<file path="config.mk">
export PLATFORM = sky130hd
export DESIGN_NAME = imhq_ctrl
export DESIGN_NICKNAME = d
export VERILOG_FILES = /design/src/hw/rtl/imhq_pkg.sv /design/src/hw/rtl/imhq_ctrl.sv
export VERILOG_INCLUDE_DIRS = /design/src /design/src/hw/rtl
export SDC_FILE = /design/constraint.sdc
export NUM_CORES = 1
export LEC_CHECK = 0
export ABC_AREA = 1
export BUFFER_PORTS_ARGS = -buffer_cell sky130_fd_sc_hd__buf_4
export CAP_MARGIN = 30
export CORE_AREA = 2 2 42 44
export DETAILED_ROUTE_END_ITERATION = 10
export DIE_AREA = 0 0 44 46
export PLACE_DENSITY = 0.74
export SKIP_CTS_REPAIR_TIMING = 1
export SLEW_MARGIN = 40
export SYNTH_ARGS = -nofsm -noshare
export SYNTH_HDL_FRONTEND = slang
export SYNTH_SLANG_ARGS = --single-unit
</file>
<file path="constraint.sdc">
create_clock -name clk -period 1.7 [get_ports clk]
set_input_delay 0.17 -clock clk [delete_from_list [all_inputs] [get_ports clk]]
set_output_delay 0.17 -clock clk [all_outputs]
set_load 0.01 [all_outputs]
</file>
<file path="src/hw/rtl/indexed_min_heap_queue_top_macros.svh">
// Assertion macros for the indexed min-heap queue
`ifndef INDEXED_MIN_HEAP_QUEUE_TOP_MACROS_SVH
`define INDEXED_MIN_HEAP_QUEUE_TOP_MACROS_SVH
`ifndef NO_ASSERTIONS
`define IMHQ_ASSERT(label, clk, rst_n, prop, msg) \
    label: assert property (@(posedge clk) disable iff (!rst_n) prop) else $error(msg);
`define IMHQ_ASSERT_NR(label, clk, prop, msg) \
    label: assert property (@(posedge clk) prop) else $error(msg);
`else
`define IMHQ_ASSERT(label, clk, rst_n, prop, msg)
`define IMHQ_ASSERT_NR(label, clk, prop, msg)
`endif
`endif

</file>
<file path="src/hw/rtl/imhq_pkg.sv">
package imhq_pkg;

    localparam logic [1:0] OP_INSERT = 2'd0;
    localparam logic [1:0] OP_REMOVE = 2'd1;
    localparam logic [1:0] OP_MODIFY = 2'd2;
    localparam logic [1:0] OP_NOP    = 2'd3;

    localparam logic [2:0] ST_OK      = 3'd0;
    localparam logic [2:0] ST_FULL    = 3'd1;
    localparam logic [2:0] ST_EMPTY   = 3'd2;
    localparam logic [2:0] ST_ABSENT  = 3'd3;
    localparam logic [2:0] ST_PRESENT = 3'd4;

    typedef enum logic [4:0] {
        S_CLEAR,
        S_IDLE,
        S_POS_RD,
        S_POS_WAIT,
        S_DECIDE,
        S_RM_RD,
        S_RM_WAIT,
        S_RM_LAST,
        S_UP_RD,
        S_UP_WAIT,
        S_UP_CMP,
        S_DN_RD,
        S_DN_WAIT,
        S_DN_CMP,
        S_PLACE,
        S_TOP_RD,
        S_TOP_WAIT,
        S_OUT
    } state_t;

    // controller -> datapath
    typedef struct packed {
        logic       clr_init;
        logic       clr_step;
        logic       cap_in;
        logic       pos_rd;
        logic       decide;
        logic       rm_rd;
        logic       rm_cap;
        logic       rm_last_cap;
        logic       up_rd;
        logic       up_cmp;
        logic       dn_rd;
        logic       dn_cmp;
        logic       place;
        logic       top_rd;
        logic       top_cap;
    } cmd_t;

    // datapath -> controller
    typedef struct packed {
        logic       clr_done;
        logic       reject;
        logic [1:0] op;
        logic       go_up;
        logic       up_at_root;
        logic       up_move;
        logic       dn_no_child;
        logic       dn_move;
        logic       rm_to_empty;
    } stat_t;

endpackage

</file>
<file path="src/hw/rtl/imhq_ctrl.sv">
`include "indexed_min_heap_queue_top_macros.svh"
module imhq_ctrl (
    input  logic                clk,
    input  logic                rst_n,
    input  logic                in_valid,
    output logic                in_ready,
    output logic                out_valid,
    input  logic                out_ready,
    input  imhq_pkg::stat_t     stat,
    output imhq_pkg::cmd_t      cmd
);
    imhq_pkg::state_t state_reg, state_next;

    always_ff @(posedge clk or negedge rst_n)
    begin
        if (!rst_n)
        begin
            state_reg <= imhq_pkg::S_CLEAR;
        end
        else
        begin
            state_reg <= state_next;
        end
    end

    always_comb
    begin
        state_next = state_reg;
        unique case (state_reg)
            imhq_pkg::S_CLEAR:
                if (stat.clr_done) state_next = imhq_pkg::S_IDLE;
            imhq_pkg::S_IDLE:
                if (in_valid) state_next = imhq_pkg::S_POS_RD;
            imhq_pkg::S_POS_RD:   state_next = imhq_pkg::S_POS_WAIT;
            imhq_pkg::S_POS_WAIT: state_next = imhq_pkg::S_DECIDE;
            imhq_pkg::S_DECIDE:
            begin
                priority if (stat.reject)
                    state_next = imhq_pkg::S_TOP_RD;
                else if (stat.op == imhq_pkg::OP_INSERT)
                    state_next = imhq_pkg::S_UP_RD;
                else if (stat.op == imhq_pkg::OP_REMOVE)
                    state_next = imhq_pkg::S_RM_RD;
                else if (stat.op == imhq_pkg::OP_MODIFY)
                    state_next = stat.go_up ? imhq_pkg::S_UP_RD : imhq_pkg::S_DN_RD;
                else
                    state_next = imhq_pkg::S_TOP_RD;
            end
            imhq_pkg::S_RM_RD:   state_next = imhq_pkg::S_RM_WAIT;
            imhq_pkg::S_RM_WAIT: state_next = imhq_pkg::S_RM_LAST;
            imhq_pkg::S_RM_LAST:
                state_next = stat.rm_to_empty ? imhq_pkg::S_TOP_RD : imhq_pkg::S_DN_RD;
            imhq_pkg::S_UP_RD:
                state_next = stat.up_at_root ? imhq_pkg::S_PLACE : imhq_pkg::S_UP_WAIT;
            imhq_pkg::S_UP_WAIT: state_next = imhq_pkg::S_UP_CMP;
            imhq_pkg::S_UP_CMP:
                state_next = stat.up_move ? imhq_pkg::S_UP_RD : imhq_pkg::S_PLACE;
            imhq_pkg::S_DN_RD:
                state_next = stat.dn_no_child ? imhq_pkg::S_PLACE : imhq_pkg::S_DN_WAIT;
            imhq_pkg::S_DN_WAIT: state_next = imhq_pkg::S_DN_CMP;
            imhq_pkg::S_DN_CMP:
                state_next = stat.dn_move ? imhq_pkg::S_DN_RD : imhq_pkg::S_PLACE;
            imhq_pkg::S_PLACE:    state_next = imhq_pkg::S_TOP_RD;
            imhq_pkg::S_TOP_RD:   state_next = imhq_pkg::S_TOP_WAIT;
            imhq_pkg::S_TOP_WAIT: state_next = imhq_pkg::S_OUT;
            imhq_pkg::S_OUT:
                if (out_ready) state_next = imhq_pkg::S_IDLE;
            default: state_next = imhq_pkg::S_IDLE;
        endcase
    end

    always_comb
    begin
        cmd = '0;
        in_ready = 1'b0;
        out_valid = 1'b0;
        unique case (state_reg)
            imhq_pkg::S_CLEAR:
            begin
                cmd.clr_step = 1'b1;
            end
            imhq_pkg::S_IDLE:
            begin
                in_ready = 1'b1;
                cmd.cap_in = 1'b1;
            end
            imhq_pkg::S_POS_RD:  cmd.pos_rd = 1'b1;
            imhq_pkg::S_DECIDE:  cmd.decide = 1'b1;
            imhq_pkg::S_RM_RD:   cmd.rm_rd = 1'b1;
            // hold the read addresses through the wait cycles
            imhq_pkg::S_RM_WAIT:
            begin
                cmd.rm_rd = 1'b1;
                cmd.rm_cap = 1'b1;
            end
            imhq_pkg::S_RM_LAST: cmd.rm_last_cap = 1'b1;
            imhq_pkg::S_UP_RD:   cmd.up_rd = 1'b1;
            imhq_pkg::S_UP_WAIT: cmd.up_rd = 1'b1;
            imhq_pkg::S_UP_CMP:  cmd.up_cmp = 1'b1;
            imhq_pkg::S_DN_RD:   cmd.dn_rd = 1'b1;
            imhq_pkg::S_DN_WAIT: cmd.dn_rd = 1'b1;
            imhq_pkg::S_DN_CMP:  cmd.dn_cmp = 1'b1;
            imhq_pkg::S_PLACE:   cmd.place = 1'b1;
            imhq_pkg::S_TOP_RD:  cmd.top_rd = 1'b1;
            imhq_pkg::S_TOP_WAIT: cmd.top_cap = 1'b1;
            imhq_pkg::S_OUT:     out_valid = 1'b1;
            default: ;
        endcase
        cmd.clr_init = 1'b0;
    end

    `IMHQ_ASSERT(a_ready_only_idle, clk, rst_n, in_ready |-> state_reg == imhq_pkg::S_IDLE, "ready outside idle")
    `IMHQ_ASSERT(a_no_overlap, clk, rst_n, !(in_ready && out_valid), "input and output at once")
    `IMHQ_ASSERT(a_out_holds, clk, rst_n, (out_valid && !out_ready) |=> out_valid, "result dropped")
    `IMHQ_ASSERT(a_take_leads, clk, rst_n, (in_valid && in_ready) |=> state_reg == imhq_pkg::S_POS_RD, "accept lost")
endmodule

</file>
==> impl_metrics.yaml <==
global_routing:
  grt_max_degree: 10
  globalRouteOverflowTotal: 0
  antenna_found_initial: 0
  grt_pass1_wl_mm: 3.13
  grt_pass1_vias: 756
  grtUsageTotal_pct: 21.2
power:
  clkPwrFrac_pct: 8.5
  p_int_mw: 0.703
  power_frac_comb_pct: 71.6
  p_switching_mw: 0.863
  cellPowerDensity_nw_per_um2: 1690
  swShare_pct: 55.1
  peakVddDrop_uv: 942
  finalPower_mw: 1.57
  p_leak_nw: 0.573
  pwr-share-seq_pct: 19.9
logic_synthesis:
  ys_warn_count: 0
  synthCells: 126
  synth-seq-cells: 5
  synth_nets: 140
  yosysSeqAreaShare_pct: 18.9
  syn_area_um2: 661
  synth.avg_cell_area_um2: 5.24
  yosysUniqueCellTypes: 16
timing:
  timing.fmax_mhz: 635
  final-hold-violation-count: 0
  clock_skew_ns: 0.00205
  rsz0062_at_grt: "no"
  tns_ns: 0
  finalMaxSlewViolations: 0
  fin_crit_sh_pct: 92.6
  period_needed_ns: 1.57
  layout_setup_ws_ns: 0.126
  setup_viol: 0
cells_and_area:
  largest_register_ffs: 5
  fin_area_um2: 926
  diodes: 0
  drive_gt1_share_pct: 29.7
  final_common_cell: "nand2_1"
  fin_util_pct: 57.4
  n_fill_cell: 189
  area_growth_pct: 40.2
  layout.nets: 173
  final_cell_mix: "32 x nand2_1, 29 x buf_4, 24 x nor2_1, 19 x inv_1, 12 x nand3_1"
detailed_routing:
  drtIter0Drc: 23
  ant_nets: 0
  firstDrtPassIters: 4
  vias_per_cell: 4.84
  wl_mm: 1.85
  via_count: 847
  drc: 0
  wl_per_cell_um: 10.5
outcome:
  status: "completed"
setup_path:
  required_ns: 1.53
  r2r-end: "state_reg[0]"
  worstPathMaxFanout: 9
  startpoint_type: "register"
  cp-end-kind: "output port"
  r2r_start: "state_reg[2]"
  reg2reg_depth: 8
  r2r_slack_ns: 0.24
  path_class: "register to output port"
  arrival_ns: 1.40
job:
  cap_violations: 0
floorplan:
  start_util_pct: 40.9
  die_area_um2: 2020
  ios: 31
  core_area_um2: 1610
  dieHeight_um: 46
  rows: 15
  fp.dieW_um: 44
placed_design:
  dp_slack_ns: 0.187
  portBuffers: 29
  place_area_um2: 885
  dpl.hpwl_mm: 1.61
  gp_congestion: 0.910
min_path:
  whs_endpoint: "state_reg[4]"
  hold_path.class: "input port to register"
  hold-path-cell-count: 4
  hp-start: "out_ready"
clock_tree:
  cts.sinks: 5
  root_buffer: "clkbuf_4"
  clock_latency_ns: 0.24
  path_clk_slew_ns: 0.04
  cts_tree: "yes"
  htree_levels: 1
  cts_buffers: 3
  cts_buffer_depth: 2
-- worst max path at each step --
stage	from	to	slack [ns]	cells after the start
4_1_cts	state_reg[2]	in_ready	0.08	4
5_1_grt	state_reg[1]	cmd[2]	0.02	5
3_3_place_gp	state_reg[2]	state_reg[0]	0.22	8
2_1_floorplan	state_reg[2]	state_reg[0]	0.27	8
3_5_place_dp	state_reg[2]	state_reg[0]	0.19	8
6_report	state_reg[4]	cmd[7]	0.13	6
-- per-layer routing --
layer  global-route usage [%]  wire length, um  vias up
li1                         -                -      451
met1                     26.4              774      372
met2                     36.2              945       24
met3                     3.97              124        0
met4                     7.88                0        0
met5                        0                0        -
-- logic make-up (layout without fill, tap and decap cells) --
logic type             Yosys count  count (layout)  share of synthesized area, %
buffers and inverters           28              60                          17.0
flip-flops                       5               5                          18.9
AND/OR/NAND/NOR                 82              82                          55.9
other                            1               1                         0.568
AO/OA/AOI/OAI                   10              10                          7.58
-- worst max-delay path: stages (launching register included) --
cell     delay (ns)
dfrtp_1        0.42
inv_2          0.16
nand2_1        0.07
nor2_1         0.18
nand2_1        0.13
inv_1          0.09
buf_4          0.12
-- stage by stage --
step | hold WS, ns | cells
floorplan | -0.126 | 126
global placement | -0.0265 | 170
detailed placement | -0.0249 | 170
CTS | -0.288 | 174
global route | 0.225 | 175
finish | 0.219 | 175
-- area by class of cell --
type	instances	area (um^2)	area share [%]
sequential	5	125	13.5
inverter	26	97.6	10.5
clock buffer	4	26.3	2.84
timing repair buffer	30	228	24.6
tap	17	21.3	2.30
multi-input combinational	93	428	46.2
-- Yosys cell counts (all sizes together) --
cell type,instances,area share (%)
nand4,4,3.8
inv,26,15
a21oi,6,4.5
dfrtp,5,19
o21ai,4,3.0
buf,2,2.3
nand3,13,11
nor3,2,1.5
conb,1,0.57
nor2,30,21
nand2,33,19
-- power groups by stage --
stage,registers (mW),clock network (mW),logic [mW]
2_1_floorplan,0.281,0,0.786
3_3_place_gp,0.304,0,1.11
3_5_place_dp,0.303,0,1.12
4_1_cts,0.301,0.144,1.13
5_1_grt,0.328,0.151,1.27
6_report,0.312,0.133,1.12
(Power assumes the default switching activity.)
